`src/hdl/ehc_pkg.sv`:
```
// Package for the Ethernet header classifier.
// Holds the frame kind and status codes and the header constants.
// No dependencies.
package ehc_pkg;

  localparam logic [15:0] ETHERTYPE_IPV4 = 16'h0800;
  localparam logic [15:0] ETHERTYPE_ARP  = 16'h0806;

  localparam logic [7:0]  PROTO_ICMP = 8'd1;
  localparam logic [7:0]  PROTO_TCP  = 8'd6;
  localparam logic [7:0]  PROTO_UDP  = 8'd17;

  localparam logic [15:0] ARP_OP_REQUEST = 16'd1;
  localparam logic [15:0] ARP_OP_REPLY   = 16'd2;

  localparam int unsigned ETH_HDR_BYTES = 14;
  localparam int unsigned IPV4_MIN_LEN  = 34;
  localparam int unsigned ARP_MIN_LEN   = 22;
  localparam int unsigned ARP_REQ_LEN   = 42;
  localparam int unsigned ARP_REP_LEN   = 32;
  localparam int unsigned TCP_NEED      = 14;
  localparam int unsigned UDP_NEED      = 4;
  localparam int unsigned ICMP_NEED     = 2;
  localparam int unsigned TCP_FLAGS_REL = 13;
  localparam logic [3:0]  IHL_MIN       = 4'd5;

  typedef enum logic [2:0] {
    KIND_TCP        = 3'd0,
    KIND_UDP        = 3'd1,
    KIND_ICMP       = 3'd2,
    KIND_IPV4_OTHER = 3'd3,
    KIND_ARP_REQ    = 3'd4,
    KIND_ARP_REPLY  = 3'd5,
    KIND_ARP_OTHER  = 3'd6,
    KIND_UNKNOWN    = 3'd7
  } kind_e;

  typedef enum logic [1:0] {
    STATUS_OK    = 2'd0,
    STATUS_SHORT = 2'd1,
    STATUS_IHL   = 2'd2,
    STATUS_RSVD  = 2'd3
  } status_e;

endpackage

```
`src/hdl/ethernet_header_classifier.sv`:
```
// Ethernet header classifier: byte-wide frame parser giving one summary per frame.
// Depends on ehc_pkg.
//
// Takes one frame byte per transfer, with frame_end_i on the last byte, and
// returns one summary per frame: ethertype class, IPv4 or ARP addresses, IPv4
// length, id, TCP/UDP ports, TCP flags, ICMP type and code, ARP sender MAC and
// a status. Every byte goes through an input register and one pass of field
// capture into the header registers, so a byte is taken every cycle but for
// stalls; the summary is registered as its last byte leaves the input register.
// Input only stalls when a last byte meets a summary still waiting at the output.
module ethernet_header_classifier (
  input  logic        clk_i,
  input  logic        rst_ni,
  input  logic        in_valid_i,
  output logic        in_ready_o,
  input  logic [7:0]  frame_byte_i,
  input  logic        frame_end_i,
  output logic        out_valid_o,
  input  logic        out_ready_i,
  output logic [2:0]  frame_kind_o,
  output logic [31:0] source_address_o,
  output logic [31:0] target_address_o,
  output logic [15:0] total_length_o,
  output logic [15:0] datagram_id_o,
  output logic [15:0] source_port_o,
  output logic [15:0] destination_port_o,
  output logic [5:0]  control_bits_o,
  output logic [7:0]  message_type_o,
  output logic [7:0]  message_code_o,
  output logic [47:0] sender_hw_address_o,
  output logic [1:0]  status_o
);

  // input register
  logic       s1_valid_q;
  logic [7:0] s1_byte_q;
  logic       s1_end_q;
  logic       s1_go;

  // header state
  logic [15:0] pos_q;
  logic [15:0] ether_q, ether_d;
  logic [3:0]  ihl_q, ihl_d;
  logic [7:0]  proto_q, proto_d;
  logic [15:0] arp_op_q, arp_op_d;
  logic [31:0] src_q, src_d;
  logic [31:0] dst_q, dst_d;
  logic [15:0] tot_len_q, tot_len_d;
  logic [15:0] id_q, id_d;
  logic [31:0] l4_q, l4_d;
  logic [5:0]  flags_q, flags_d;
  logic [47:0] sha_q, sha_d;

  logic [15:0] l4_off;

  // result register
  logic              out_valid_q;
  ehc_pkg::kind_e    kind_d, kind_q;
  ehc_pkg::status_e  status_d, status_q;
  logic [31:0]       r_src_d, r_src_q;
  logic [31:0]       r_dst_d, r_dst_q;
  logic [15:0]       r_tot_d, r_tot_q;
  logic [15:0]       r_id_d, r_id_q;
  logic [15:0]       r_sport_d, r_sport_q;
  logic [15:0]       r_dport_d, r_dport_q;
  logic [5:0]        r_flags_d, r_flags_q;
  logic [7:0]        r_mtype_d, r_mtype_q;
  logic [7:0]        r_mcode_d, r_mcode_q;
  logic [47:0]       r_sha_d, r_sha_q;

  logic [16:0] len;
  logic [16:0] need;

  assign s1_go      = s1_valid_q && (!s1_end_q || !out_valid_q || out_ready_i);
  assign in_ready_o = !s1_valid_q || s1_go;

  assign l4_off = 16'(ehc_pkg::ETH_HDR_BYTES) + {10'd0, ihl_d, 2'b00};

  // field capture for the byte in the input register
  always_comb begin
    ether_d   = ether_q;
    ihl_d     = ihl_q;
    proto_d   = proto_q;
    arp_op_d  = arp_op_q;
    src_d     = src_q;
    dst_d     = dst_q;
    tot_len_d = tot_len_q;
    id_d      = id_q;
    l4_d      = l4_q;
    flags_d   = flags_q;
    sha_d     = sha_q;
    case (pos_q)
      16'd12:  ether_d[15:8] = s1_byte_q;
      16'd13:  ether_d[7:0]  = s1_byte_q;
      default: ;
    endcase
    if (pos_q >= 16'(ehc_pkg::ETH_HDR_BYTES)) begin
      if (ether_q == ehc_pkg::ETHERTYPE_IPV4) begin
        case (pos_q)
          16'd14:  ihl_d           = s1_byte_q[3:0];
          16'd16:  tot_len_d[15:8] = s1_byte_q;
          16'd17:  tot_len_d[7:0]  = s1_byte_q;
          16'd18:  id_d[15:8]      = s1_byte_q;
          16'd19:  id_d[7:0]       = s1_byte_q;
          16'd23:  proto_d         = s1_byte_q;
          16'd26:  src_d[31:24]    = s1_byte_q;
          16'd27:  src_d[23:16]    = s1_byte_q;
          16'd28:  src_d[15:8]     = s1_byte_q;
          16'd29:  src_d[7:0]      = s1_byte_q;
          16'd30:  dst_d[31:24]    = s1_byte_q;
          16'd31:  dst_d[23:16]    = s1_byte_q;
          16'd32:  dst_d[15:8]     = s1_byte_q;
          16'd33:  dst_d[7:0]      = s1_byte_q;
          default: ;
        endcase
        if (pos_q > 16'd14 && ihl_q >= ehc_pkg::IHL_MIN) begin
          if (pos_q == l4_off)         l4_d[31:24] = s1_byte_q;
          if (pos_q == l4_off + 16'd1) l4_d[23:16] = s1_byte_q;
          if (pos_q == l4_off + 16'd2) l4_d[15:8]  = s1_byte_q;
          if (pos_q == l4_off + 16'd3) l4_d[7:0]   = s1_byte_q;
          if (pos_q == l4_off + 16'(ehc_pkg::TCP_FLAGS_REL)) flags_d = s1_byte_q[5:0];
        end
      end else if (ether_q == ehc_pkg::ETHERTYPE_ARP) begin
        case (pos_q)
          16'd20:  arp_op_d[15:8] = s1_byte_q;
          16'd21:  arp_op_d[7:0]  = s1_byte_q;
          16'd22:  sha_d[47:40]   = s1_byte_q;
          16'd23:  sha_d[39:32]   = s1_byte_q;
          16'd24:  sha_d[31:24]   = s1_byte_q;
          16'd25:  sha_d[23:16]   = s1_byte_q;
          16'd26:  sha_d[15:8]    = s1_byte_q;
          16'd27:  sha_d[7:0]     = s1_byte_q;
          16'd28:  src_d[31:24]   = s1_byte_q;
          16'd29:  src_d[23:16]   = s1_byte_q;
          16'd30:  src_d[15:8]    = s1_byte_q;
          16'd31:  src_d[7:0]     = s1_byte_q;
          16'd38:  dst_d[31:24]   = s1_byte_q;
          16'd39:  dst_d[23:16]   = s1_byte_q;
          16'd40:  dst_d[15:8]    = s1_byte_q;
          16'd41:  dst_d[7:0]     = s1_byte_q;
          default: ;
        endcase
      end
    end
  end

  // summary from the captured fields including the last byte
  assign len = {1'b0, pos_q} + 17'd1;

  always_comb begin
    kind_d    = ehc_pkg::KIND_UNKNOWN;
    status_d  = ehc_pkg::STATUS_OK;
    need      = 17'(ehc_pkg::IPV4_MIN_LEN);
    r_src_d   = '0;
    r_dst_d   = '0;
    r_tot_d   = '0;
    r_id_d    = '0;
    r_sport_d = '0;
    r_dport_d = '0;
    r_flags_d = '0;
    r_mtype_d = '0;
    r_mcode_d = '0;
    r_sha_d   = '0;
    if (len < 17'(ehc_pkg::ETH_HDR_BYTES)) begin
      status_d = ehc_pkg::STATUS_SHORT;
    end else if (ether_d == ehc_pkg::ETHERTYPE_IPV4) begin
      case (proto_d)
        ehc_pkg::PROTO_TCP: begin
          kind_d = ehc_pkg::KIND_TCP;
          need   = {1'b0, l4_off} + 17'(ehc_pkg::TCP_NEED);
        end
        ehc_pkg::PROTO_UDP: begin
          kind_d = ehc_pkg::KIND_UDP;
          need   = {1'b0, l4_off} + 17'(ehc_pkg::UDP_NEED);
        end
        ehc_pkg::PROTO_ICMP: begin
          kind_d = ehc_pkg::KIND_ICMP;
          need   = {1'b0, l4_off} + 17'(ehc_pkg::ICMP_NEED);
        end
        default: kind_d = ehc_pkg::KIND_IPV4_OTHER;
      endcase
      r_src_d = src_d;
      r_dst_d = dst_d;
      r_tot_d = tot_len_d;
      r_id_d  = id_d;
      if (len < 17'(ehc_pkg::IPV4_MIN_LEN)) status_d = ehc_pkg::STATUS_SHORT;
      else if (ihl_d < ehc_pkg::IHL_MIN)     status_d = ehc_pkg::STATUS_IHL;
      else if (len < need)                   status_d = ehc_pkg::STATUS_SHORT;
      if (ihl_d >= ehc_pkg::IHL_MIN) begin
        if (kind_d == ehc_pkg::KIND_TCP || kind_d == ehc_pkg::KIND_UDP) begin
          r_sport_d = l4_d[31:16];
          r_dport_d = l4_d[15:0];
        end
        if (kind_d == ehc_pkg::KIND_TCP) r_flags_d = flags_d;
        if (kind_d == ehc_pkg::KIND_ICMP) begin
          r_mtype_d = l4_d[31:24];
          r_mcode_d = l4_d[23:16];
        end
      end
    end else if (ether_d == ehc_pkg::ETHERTYPE_ARP) begin
      if (arp_op_d == ehc_pkg::ARP_OP_REQUEST) begin
        kind_d = ehc_pkg::KIND_ARP_REQ;
        need   = 17'(ehc_pkg::ARP_REQ_LEN);
      end else if (arp_op_d == ehc_pkg::ARP_OP_REPLY) begin
        kind_d = ehc_pkg::KIND_ARP_REPLY;
        need   = 17'(ehc_pkg::ARP_REP_LEN);
      end else begin
        kind_d = ehc_pkg::KIND_ARP_OTHER;
        need   = 17'(ehc_pkg::ARP_MIN_LEN);
      end
      if (len < 17'(ehc_pkg::ARP_MIN_LEN) || len < need) status_d = ehc_pkg::STATUS_SHORT;
      r_src_d = src_d;
      r_dst_d = dst_d;
      r_sha_d = sha_d;
    end
  end

  always_ff @(posedge clk_i or negedge rst_ni) begin
    if (!rst_ni) begin
      s1_valid_q  <= 1'b0;
      out_valid_q <= 1'b0;
      pos_q       <= '0;
      ether_q     <= '0;
      ihl_q       <= '0;
      proto_q     <= '0;
      arp_op_q    <= '0;
      src_q       <= '0;
      dst_q       <= '0;
      tot_len_q   <= '0;
      id_q        <= '0;
      l4_q        <= '0;
      flags_q     <= '0;
      sha_q       <= '0;
    end else begin
      if (in_ready_o) begin
        s1_valid_q <= in_valid_i;
      end
      if (s1_go && s1_end_q) begin
        out_valid_q <= 1'b1;
      end else if (out_ready_i) begin
        out_valid_q <= 1'b0;
      end
      if (s1_go) begin
        if (s1_end_q) begin
          pos_q     <= '0;
          ether_q   <= '0;
          ihl_q     <= '0;
          proto_q   <= '0;
          arp_op_q  <= '0;
          src_q     <= '0;
          dst_q     <= '0;
          tot_len_q <= '0;
          id_q      <= '0;
          l4_q      <= '0;
          flags_q   <= '0;
          sha_q     <= '0;
        end else begin
          if (pos_q != 16'hffff) pos_q <= pos_q + 16'd1;
          ether_q   <= ether_d;
          ihl_q     <= ihl_d;
          proto_q   <= proto_d;
          arp_op_q  <= arp_op_d;
          src_q     <= src_d;
          dst_q     <= dst_d;
          tot_len_q <= tot_len_d;
          id_q      <= id_d;
          l4_q      <= l4_d;
          flags_q   <= flags_d;
          sha_q     <= sha_d;
        end
      end
    end
  end

  // payload registers
  always_ff @(posedge clk_i) begin
    if (in_ready_o && in_valid_i) begin
      s1_byte_q <= frame_byte_i;
      s1_end_q  <= frame_end_i;
    end
    if (s1_go && s1_end_q) begin
      kind_q    <= kind_d;
      status_q  <= status_d;
      r_src_q   <= r_src_d;
      r_dst_q   <= r_dst_d;
      r_tot_q   <= r_tot_d;
      r_id_q    <= r_id_d;
      r_sport_q <= r_sport_d;
      r_dport_q <= r_dport_d;
      r_flags_q <= r_flags_d;
      r_mtype_q <= r_mtype_d;
      r_mcode_q <= r_mcode_d;
      r_sha_q   <= r_sha_d;
    end
  end

  assign out_valid_o         = out_valid_q;
  assign frame_kind_o        = kind_q;
  assign status_o            = status_q;
  assign source_address_o    = r_src_q;
  assign target_address_o    = r_dst_q;
  assign total_length_o      = r_tot_q;
  assign datagram_id_o       = r_id_q;
  assign source_port_o       = r_sport_q;
  assign destination_port_o  = r_dport_q;
  assign control_bits_o      = r_flags_q;
  assign message_type_o      = r_mtype_q;
  assign message_code_o      = r_mcode_q;
  assign sender_hw_address_o = r_sha_q;

endmodule
```
`config.mk`:
```
export PLATFORM = sky130hd
export DESIGN_NAME = ethernet_header_classifier
export DESIGN_NICKNAME = d
export VERILOG_FILES = /design/src/hdl/ehc_pkg.sv /design/src/hdl/ethernet_header_classifier.sv
export SDC_FILE = /design/constraint.sdc
export NUM_CORES = 1
export LEC_CHECK = 0
export BUFFER_PORTS_ARGS = -buffer_cell sky130_fd_sc_hd__buf_2
export CAP_MARGIN = 20
export CORE_MARGIN = 1
export CORE_UTILIZATION = 50
export DETAILED_ROUTE_END_ITERATION = 10
export PLACE_DENSITY = 0.78
export SYNTH_ARGS = -nofsm -noshare
export SYNTH_HDL_FRONTEND = slang
export SYNTH_SLANG_ARGS = --single-unit
export TNS_END_PERCENT = 10
```
`constraint.sdc`:
```
create_clock -name clk_i -period 25 [get_ports clk_i]
set_clock_uncertainty 0.2 [all_clocks]
set_input_delay 2.5 -clock clk_i [delete_from_list [all_inputs] [get_ports clk_i]]
set_output_delay 2.5 -clock clk_i [all_outputs]
set_load 0.01 [all_outputs]
```
==> results.yml, run 1 <==
floorplanning:
  dieArea_mm2: 0.0434
  core_mm2: 0.0419
  die_h_um: 208
  start_util: 0.507
  dieWidth_um: 208
  io_pins: 218
  rows: 75
place:
  io_buffers: 217
  dp_hpwl_mm: 38.3
  routabilityCongestion: 0.944
synth:
  synth_top_area_frac: 0.299
  syn-num-nets: 2086
  synth_top_cell_by_area: "edfxtp_1"
  synthArstFlopShare: 0.535
  synth_top_family_by_area: "compound AO/OA/AOI/OAI gates"
  syn_area_per_cell_um2: 10.4
  synthAdderAreaFrac: 0.0106
  synth_compound_area_frac: 0.165
  ys_ff_latch: 456
  synthesis.area_mm2: 0.0213
  synthTopCellsByArea: "edfxtp_1, dfrtp_1, nand2_1, o21ai_0, a22o_1"
  synth-main-ff-cell: "dfrtp_1"
  synthCells: 2055
  yosys_warnings: 0
  synth_cell_types: 75
  synth_edf_count: 212
  synth_simple_gate_area_frac: 0.163
  synth_mux_area_frac: 0.0346
  synth_xor_area_frac: 0.00823
  ys_seq_area_frac: 0.586
global_route:
  grt_util_all_layers: 0.281
  grt_max_degree: 88
  overflow: 0
  antenna_found_initial: 0
  grt_pass1_wl_mm: 94.9
  grt_pass1_vias: 16500
final_layout:
  nFillCells: 3424
  nets: 2245
  area_growth_pct: 14.2
  final_cell_mix: "nand2_1, dfrtp_1, buf_2, edfxtp_1, o21ai_0"
  multi_input_area_mm2: 0.00814
  diodes: 0
  finish.utilization: 0.580
  final_common_cell: "nand2_1"
  drive_above_1_share: 0.163
  register_area_mm2: 0.0125
critical_path:
  regToRegSetupSlack_ns: 19.20
  critPathMaxFanout: 3
  start_kind: "input pin"
  crit_path_end_kind: "output pin"
  worstRegToRegCells: 19
  worstReg2RegEnd: "status_o[0]"
  critPathArrivalTime_ns: 3.16
  critPathLaunch: "out_ready_i"
  cp.required_ns: 22.30
  r2r-start: "ether_q[0]"
  worstSetupPathType: "input pin to output pin"
  crit_end: "in_ready_o"
clocking:
  tritoncts: "yes"
  clk_path_buf_depth: 3
  ctsResizeCount: 0
  clockRootBuffer: "clkbuf_16"
  postCtsSetupRepairBufs: 0
  clk_pin_slew_ns: 0.06
  htree_levels: 2
  cts_hold_buf: 0
  insertion_delay_ns: 0.59
  cts_buffers: 46
  cts_sinks: 456
timing:
  hold_viol_final: 0
  worst_slew_pin_slew_ns: 1.16
  report.final.slew_viol_count: 0
  fin_crit_ns: 5.86
  rsz0062_at_grt: "false"
  post-route-period-util: 0.234
  fin_setup_tns_ns: 0
  relSlewSlack: 0.229
  max_freq_ghz: 0.171
  final-setup-viol-count: 0
routing:
  vias_per_cell: 6.21
  postRouteAntennaNets: 0
  drc: 0
  drt_iter0_markers: 2020
  dr_total_vias: 17300
  routed_wl_mm: 61.3
  wl_per_cell_um: 22.0
  wl_met3_mm: 5.53
  drt_pass1_iterations: 6
  met2_length_mm: 28.8
  topRoutingLayerUsed: "met4"
  met1Wirelength_mm: 25.1
worst_hold_path:
  min_from: "src_q[4]"
  hold_path_class: "flip-flop to flip-flop"
run:
  drv_cap: 0
outcome:
  outcome: "completed"
pwr:
  power_density_mw_per_mm2: 68.6
  ir_worst_vdd_uv: 59.6
  p_leak_nw: 9.62
final cells by class:
type,count,area share
Sequential cell,456,0.513
Multi-Input combinational cell,1435,0.335
Timing Repair Buffer,254,0.0579
Clock buffer,57,0.0512
Tap cell,539,0.0277
Clock inverter,28,0.0119
Inverter,21,0.00324
worst min path at each step:
stage	endpoint	depth (start not counted)	slack, ns
6_report	src_q[4]	2	0.28
5_1_grt	src_q[1]	2	0.29
4_1_cts	dst_q[30]	2	0.28
3_5_place_dp	dst_q[30]	2	0.27
3_3_place_gp	src_q[31]	1	0.26
2_1_floorplan	proto_q[4]	2	0.24
layer usage:
metal,global-route usage,vias to the layer above
met4,0.110,0
li1,-,7733
met5,0,-
met3,0.0534,150
met1,0.385,8512
met2,0.443,933
through the flow:
stage / area [µm²] / instances / total power [mW] / hold WS, ns / setup WS [ns]
2_1_floorplan: 21300 / 2055 / 0.919 / 0.242 / 12.47
3_3_place_gp: 22700 / 2700 / 0.966 / 0.258 / 19.19
3_5_place_dp: 22700 / 2702 / 0.972 / 0.267 / 19.16
4_1_cts: 24300 / 2787 / 1.67 / 0.282 / 19.16
5_1_grt: 24300 / 2790 / 1.71 / 0.290 / 18.85
6_report: 24300 / 2790 / 1.67 / 0.280 / 19.14
sequential cells by signal, indices dropped and copies added, names as in the netlist, 32 cells and up:
name and count:
dst_q 32, l4_q 32, sender_hw_address_o 48, sha_q 48, source_address_o 32, src_q 32, target_address_o 32
cell usage after synthesis (all sizes together), types with 3 or more instances:
cell type	instances
a21boi	18
a221o	5
a211o	3
clkbuf	108
nor3	19
nand4b	3
a22o	101
xor2	7
and2	16
or4	12
dfrtp	244
mux2	4
edfxtp	212
nand4	21
nand2	401
a21o	10
a31o	3
or2	5
and3	15
nor2b	15
a31oi	7
o311ai	3
nor4	21
a211oi	5
nor2	146
ha	18
a22oi	5
nor4b	7
xnor2	13
buf	35
o31ai	10
or3	5
mux2i	69
o21ai	208
a21oi	142
o211ai	27
inv	20
nand3	65
cells by family after synthesis:
group / count (synthesis)
DFF: 456
other: 1
adders and majority gates: 18
buffers and inverters: 164
and+or+nand+nor: 761
xor gates and xnor gates: 20
muxes: 73
AOI/OAI and AO/OA: 562
critical path: stages:
cell     delay, ns
buf_2         0.10
nor2b_1       0.20
nand3_1       0.14
buf_2         0.23
power breakdown:
part	leakage (nW)	internal (mW)	total [mW]	switching (mW)
Combinational	3.44	0.0325	0.127	0.0949
Clock	0.729	0.407	0.706	0.299
Sequential	5.45	0.815	0.834	0.0190
Total	9.62	1.25	1.67	0.413
Power figures use the tool's default switching activity.
==> run 2: changes to the inputs <==
--- a/config.mk
+++ b/config.mk
@@ -10,7 +10,7 @@
 export CORE_MARGIN = 1
 export CORE_UTILIZATION = 50
 export DETAILED_ROUTE_END_ITERATION = 10
-export PLACE_DENSITY = 0.78
+export PLACE_DENSITY = 0.81
 export SYNTH_ARGS = -nofsm -noshare
 export SYNTH_HDL_FRONTEND = slang
 export SYNTH_SLANG_ARGS = --single-unit
==> constraint.sdc (replaced) <==
create_clock -name clk_i -period 4.7 [get_ports clk_i]
set_clock_uncertainty 0.2 [all_clocks]
set_input_delay 0.47 -clock clk_i [delete_from_list [all_inputs] [get_ports clk_i]]
set_output_delay 0.47 -clock clk_i [all_outputs]
set_load 0.01 [all_outputs]
==> run 2 against run 1 <==
Against the previous run: clock-buffer cell count up 5; cell area increased by 2.6%; cell count up 2.5%; routed wire length is 3.8% higher; critical path depth rose by 15.
==> results.yml, run 2 (synthesized netlist as in run 1, its figures left out) <==
place:
  dp_hpwl_mm: 41.6
  routabilityCongestion: 0.988
  io_buffers: 217
  dpl_cell_area_mm2: 0.0232
  place_inst: 2761
global_route:
  grt_pass1_wl_mm: 98.4
  antenna_found_initial: 0
  grt_pass1_vias: 17100
  overflow: 0
  grt_util_all_layers: 0.292
  grt_max_degree: 119
timing:
  final-setup-viol-count: 0
  post-route-period-util: 0.952
  hold_viol_final: 0
  max_freq_ghz: 0.223
  whs_ns: 0.0606
  worst_slew_pin_slew_ns: 0.943
  fin_crit_ns: 4.47
  rsz0062_at_grt: "true"
  relSlewSlack: 0.369
  report.final.slew_viol_count: 0
critical_path:
  cp.required_ns: 4.93
  crit_path_end_kind: "flip-flop"
  cpLargestDelayFamily: "simple AND/OR/NAND/NOR gates"
  worstSetupPathType: "flip-flop to flip-flop"
  crit_slowest_cell: "dfrtp_1"
  start_kind: "flip-flop"
  path_cells: "nor4_2, and4_2, nand3_1, mux2i_1, ha_2, inv_1, nor2_1, nand4_1, nand3_2, inv_2, ha_1, o211ai_1, o221ai_1, ha_1, a21o_1, a2111oi_2, a31o_2, mux2i_1, o21ai_0"
  critPathArrivalTime_ns: 4.71
  slowest_delay_ns: 0.39
  critPathMaxFanout: 5
  worst-path-buf-inv: 2
run:
  drv_cap: 0
final_layout:
  nets: 2313
  area_growth_pct: 17.2
  multi_input_area_mm2: 0.00818
  nFillCells: 3347
  diodes: 0
  final_common_cell: "nand2_1"
  drive_above_1_share: 0.185
  register_area_mm2: 0.0125
  final_cells: 2859
  final_cell_mix: "nand2_1, dfrtp_1, buf_2, edfxtp_1, o21ai_0"
  fin_area_mm2: 0.0249
routing:
  drt_iter0_markers: 1850
  routed_wl_mm: 63.6
  drt_pass1_iterations: 5
  postRouteAntennaNets: 0
  vias_per_cell: 6.18
  drc: 0
  wl_per_cell_um: 22.2
  dr_total_vias: 17700
pwr:
  p_leak_nw: 9.99
  ir_worst_vdd_uv: 297
  power_density_mw_per_mm2: 356
  total_power_mw: 8.89
clocking:
  cts_buffers: 46
  cts_sinks: 456
  insertion_delay_ns: 0.59
  clk_path_buf_depth: 3
  clk_pin_slew_ns: 0.06
  htree_levels: 2
  clockRootBuffer: "clkbuf_16"
  tritoncts: "yes"
  postCtsSetupRepairBufs: 0
floorplanning:
  die_h_um: 208
  rows: 75
  dieArea_mm2: 0.0434
  start_util: 0.507
  dieWidth_um: 208
  io_pins: 218
  core_mm2: 0.0419
worst_hold_path:
  hold_path_class: "input pin to flip-flop"
outcome:
  outcome: "completed"
-- run 2: cell types whose count changed in the layout (fill, tap and decap cells not counted), moves of 3 or more --
cell           change
dlygate4sd3_1     +11
buf_12             +7
clkinvlp_4         -4
clkbuf_16          +3
buf_4             +53
clkinv_1           +3
-- run 2: final cells by class --
type | count | area share
multi-input combinational | 1435 | 0.328
clock inverter | 24 | 0.00802
sequential | 456 | 0.500
inverter | 21 | 0.00316
timing repair buffer | 322 | 0.0801
tap | 539 | 0.0270
clock buffer | 62 | 0.0540
-- run 2: routing by layer --
metal,vias to the layer above,wire length (µm),share of wire,global-route usage
met3,157,5710,0.090,0.0533
met5,-,0,0,0
met4,0,2440,0.038,0.122
met2,937,29400,0.46,0.458
li1,7876,-,-,-
met1,8705,26000,0.41,0.401
-- run 2: tightest hold or removal path: cells and delay by family --
kind                   cells  cell delay, ns
buffers and inverters      1            0.08
AND/OR/NAND/NOR            3            0.23
-- run 2: stage by stage --
step | setup slack [ns] | utilization | TNS, ns
after floorplan | 0.0385 | - | 0
after global placement | 0.144 | 0.554 | 0
after detailed placement | 0.0245 | 0.554 | 0
after CTS | 0.0307 | 0.594 | 0
after global routing | -0.0804 | 0.595 | -0.100
final | 0.226 | 0.595 | 0
-- run 2: power breakdown --
group	leakage, nW	total, mW	switching [mW]	internal, mW
clock	0.752	3.74	1.56	2.18
sequential	5.45	4.43	0.0887	4.34
combinational	3.79	0.724	0.519	0.205
-- run 2: repair_timing --
item / CTS / global route
resized for setup: 1 / 9
hold buffers: 11 / 0
hold endpoints to repair: 88 / 0
setup endpoints to repair: 1 / 33
-- run 2: final timing paths --
| check | depth (start not counted) | slack [ns] | from | end |
|---|---|---|---|---|
| setup / recovery | 19 | 0.23 | ether_q[0] | status_o[0] |
| hold / removal | 4 | 0.06 | out_ready_i | s1_valid_q |
| setup reg to reg | 19 | 0.23 | ether_q[0] | status_o[0] |
| hold reg to reg | 2 | 0.28 | dst_q[26] | dst_q[26] |
| max in group asynchronous | 3 | 2.92 | rst_ni | l4_q[16] |
| min in group asynchronous | 2 | 0.26 | rst_ni | sha_q[28] |
==> run 3: changes to the inputs <==
==> constraint.sdc (replaced) <==
create_clock -name clk_i -period 4.7 [get_ports clk_i]
set_clock_uncertainty 0.2 [all_clocks]
set_input_delay 0.235 -clock clk_i [delete_from_list [all_inputs] [get_ports clk_i]]
set_output_delay 0.235 -clock clk_i [all_outputs]
set_load 0.01 [all_outputs]
==> run 3 against run 2 <==
Against the previous run: sequential cell count unchanged; core utilization increased by 0.21 points; combinational power increased by 0.7%; critical path depth increased by 2; sequential share of layout area decreased by 0.16 points; clock power increased by 4%; sequential power about the same; total power increased by 1.7%; first-iteration DRC count increased by 10%; largest cell class unchanged.
==> results.yml, run 3 (synthesized netlist as in run 1, its figures left out) <==
critical_path:
  cpLargestDelayFamily: "simple AND/OR/NAND/NOR gates"
  crit_slowest_cell: "dfrtp_1"
  worstReg2RegEnd: "status_o[0]"
  worst-path-buf-inv: 3
  path_cells: "nor4_2, buf_4, nand4_2, nor4_4, nor2_2, ha_2, buf_4, nor2b_1, o32ai_2, nand3_2, inv_2, ha_1, o211ai_1, o221ai_1, ha_1, nand3_1, nor3_2, o31ai_1, a31o_2, mux2i_1, o21ai_0"
  start_kind: "flip-flop"
  critPathArrivalTime_ns: 4.63
  worstRegToRegCells: 21
  slowest_delay_ns: 0.42
  crit_path_end_kind: "flip-flop"
  critPathMaxFanout: 5
  r2r-start: "ether_q[1]"
  regToRegSetupSlack_ns: 0.19
  cp.required_ns: 4.82
  worstSetupPathType: "flip-flop to flip-flop"
  critPathLaunch: "ether_q[1]"
global_route:
  overflow: 0
  grt_max_degree: 136
  antenna_found_initial: 0
  grt_pass1_wl_mm: 98.3
  grt_pass1_vias: 17400
  grt_util_all_layers: 0.290
run:
  drv_cap: 0
pwr:
  power_density_mw_per_mm2: 361
  ir_worst_vdd_uv: 281
  clock_power_share: 0.430
  p_leak_nw: 10.0
  p_int_mw: 6.87
  swShare: 0.240
  p_seq_frac: 0.489
  switching_power_mw: 2.17
  p_comb_frac: 0.081
clocking:
  htree_levels: 2
  clockRootBuffer: "clkbuf_16"
  clk_pin_slew_ns: 0.06
  tritoncts: "yes"
  cts_buffers: 47
  cts_sinks: 456
  clk_path_buf_depth: 3
  insertion_delay_ns: 0.58
timing:
  fin_setup_tns_ns: 0
  post-route-period-util: 0.961
  relSlewSlack: 0.379
  rsz0062_at_grt: "true"
  worst_slew_pin_slew_ns: 0.927
  final-setup-viol-count: 0
  fin_crit_ns: 4.51
  whs_ns: 0.0926
  report.final.slew_viol_count: 0
  hold_viol_final: 0
  max_freq_ghz: 0.221
floorplanning:
  core_mm2: 0.0419
  die_h_um: 208
  io_pins: 218
  dieArea_mm2: 0.0434
  rows: 75
  dieWidth_um: 208
  start_util: 0.507
final_layout:
  final_common_cell: "nand2_1"
  final_cell_mix: "nand2_1, dfrtp_1, buf_2, edfxtp_1, o21ai_0"
  nets: 2316
  diodes: 0
  area_growth_pct: 17.6
  drive_above_1_share: 0.188
worst_hold_path:
  hold_path_class: "input pin to async pin"
outcome:
  outcome: "completed"
place:
  io_buffers: 217
  routabilityCongestion: 0.991
  dp_hpwl_mm: 41.4
routing:
  wl_per_cell_um: 22.1
  vias_per_cell: 6.19
  drt_iter0_markers: 2043
  drc: 0
  routed_wl_mm: 63.2
  drt_pass1_iterations: 5
  dr_total_vias: 17700
  postRouteAntennaNets: 0
run 3: how the worst max path moves through the flow:
stage,slack (ns),to,cells after the start
2_1_floorplan,0.04,control_bits_o[0],5
3_3_place_gp,0.14,destination_port_o[0],17
3_5_place_dp,0.07,destination_port_o[6],17
4_1_cts,0.04,destination_port_o[9],17
5_1_grt,-0.01,status_o[0],19
6_report,0.19,status_o[0],21
run 3: area by class of cell:
type	count	area, µm²
sequential	456	12500
multi-input combinational	1435	8180
clock buffer	61	1290
inverter	21	78.8
timing repair buffer	324	2020
clock inverter	26	322
fill	3318	16900
tap	539	674
run 3: timing repair:
| action | 4_1_cts | 5_1_grt |
|---|---|---|
| resized for setup | 0 | 13 |
| hold endpoints to repair | 120 | 0 |
| buffers inserted | 0 | 1 |
| hold buffers | 13 | 0 |
| setup endpoints to repair | 0 | 33 |
run 3: power groups by stage:
stage	Combinational [mW]	Clock [mW]	Sequential [mW]
5_1_grt	0.785	4.08	4.44
3_5_place_dp	0.704	0	4.50
6_report	0.729	3.89	4.42
4_1_cts	0.714	3.93	4.42
3_3_place_gp	0.681	0	4.49
2_1_floorplan	0.348	0	4.52
run 3: stage by stage:
stage / setup WS (ns) / utilization / power (mW) / cells / instance area (µm²)
2_1_floorplan: 0.0385 / - / 4.87 / 2055 / 21300
6_report: 0.185 / 0.597 / 9.04 / 2862 / 25000
3_5_place_dp: 0.0727 / 0.554 / 5.20 / 2760 / 23200
3_3_place_gp: 0.144 / 0.554 / 5.17 / 2760 / 23200
5_1_grt: -0.0105 / 0.597 / 9.30 / 2862 / 25000
4_1_cts: 0.0391 / 0.596 / 9.07 / 2860 / 25000
run 3: per-layer routing:
metal / global-route usage / part of all wire
met1: 0.397 / 0.41
met2: 0.450 / 0.46
met3: 0.0482 / 0.094
met4: 0.139 / 0.044
met5: 0 / 0
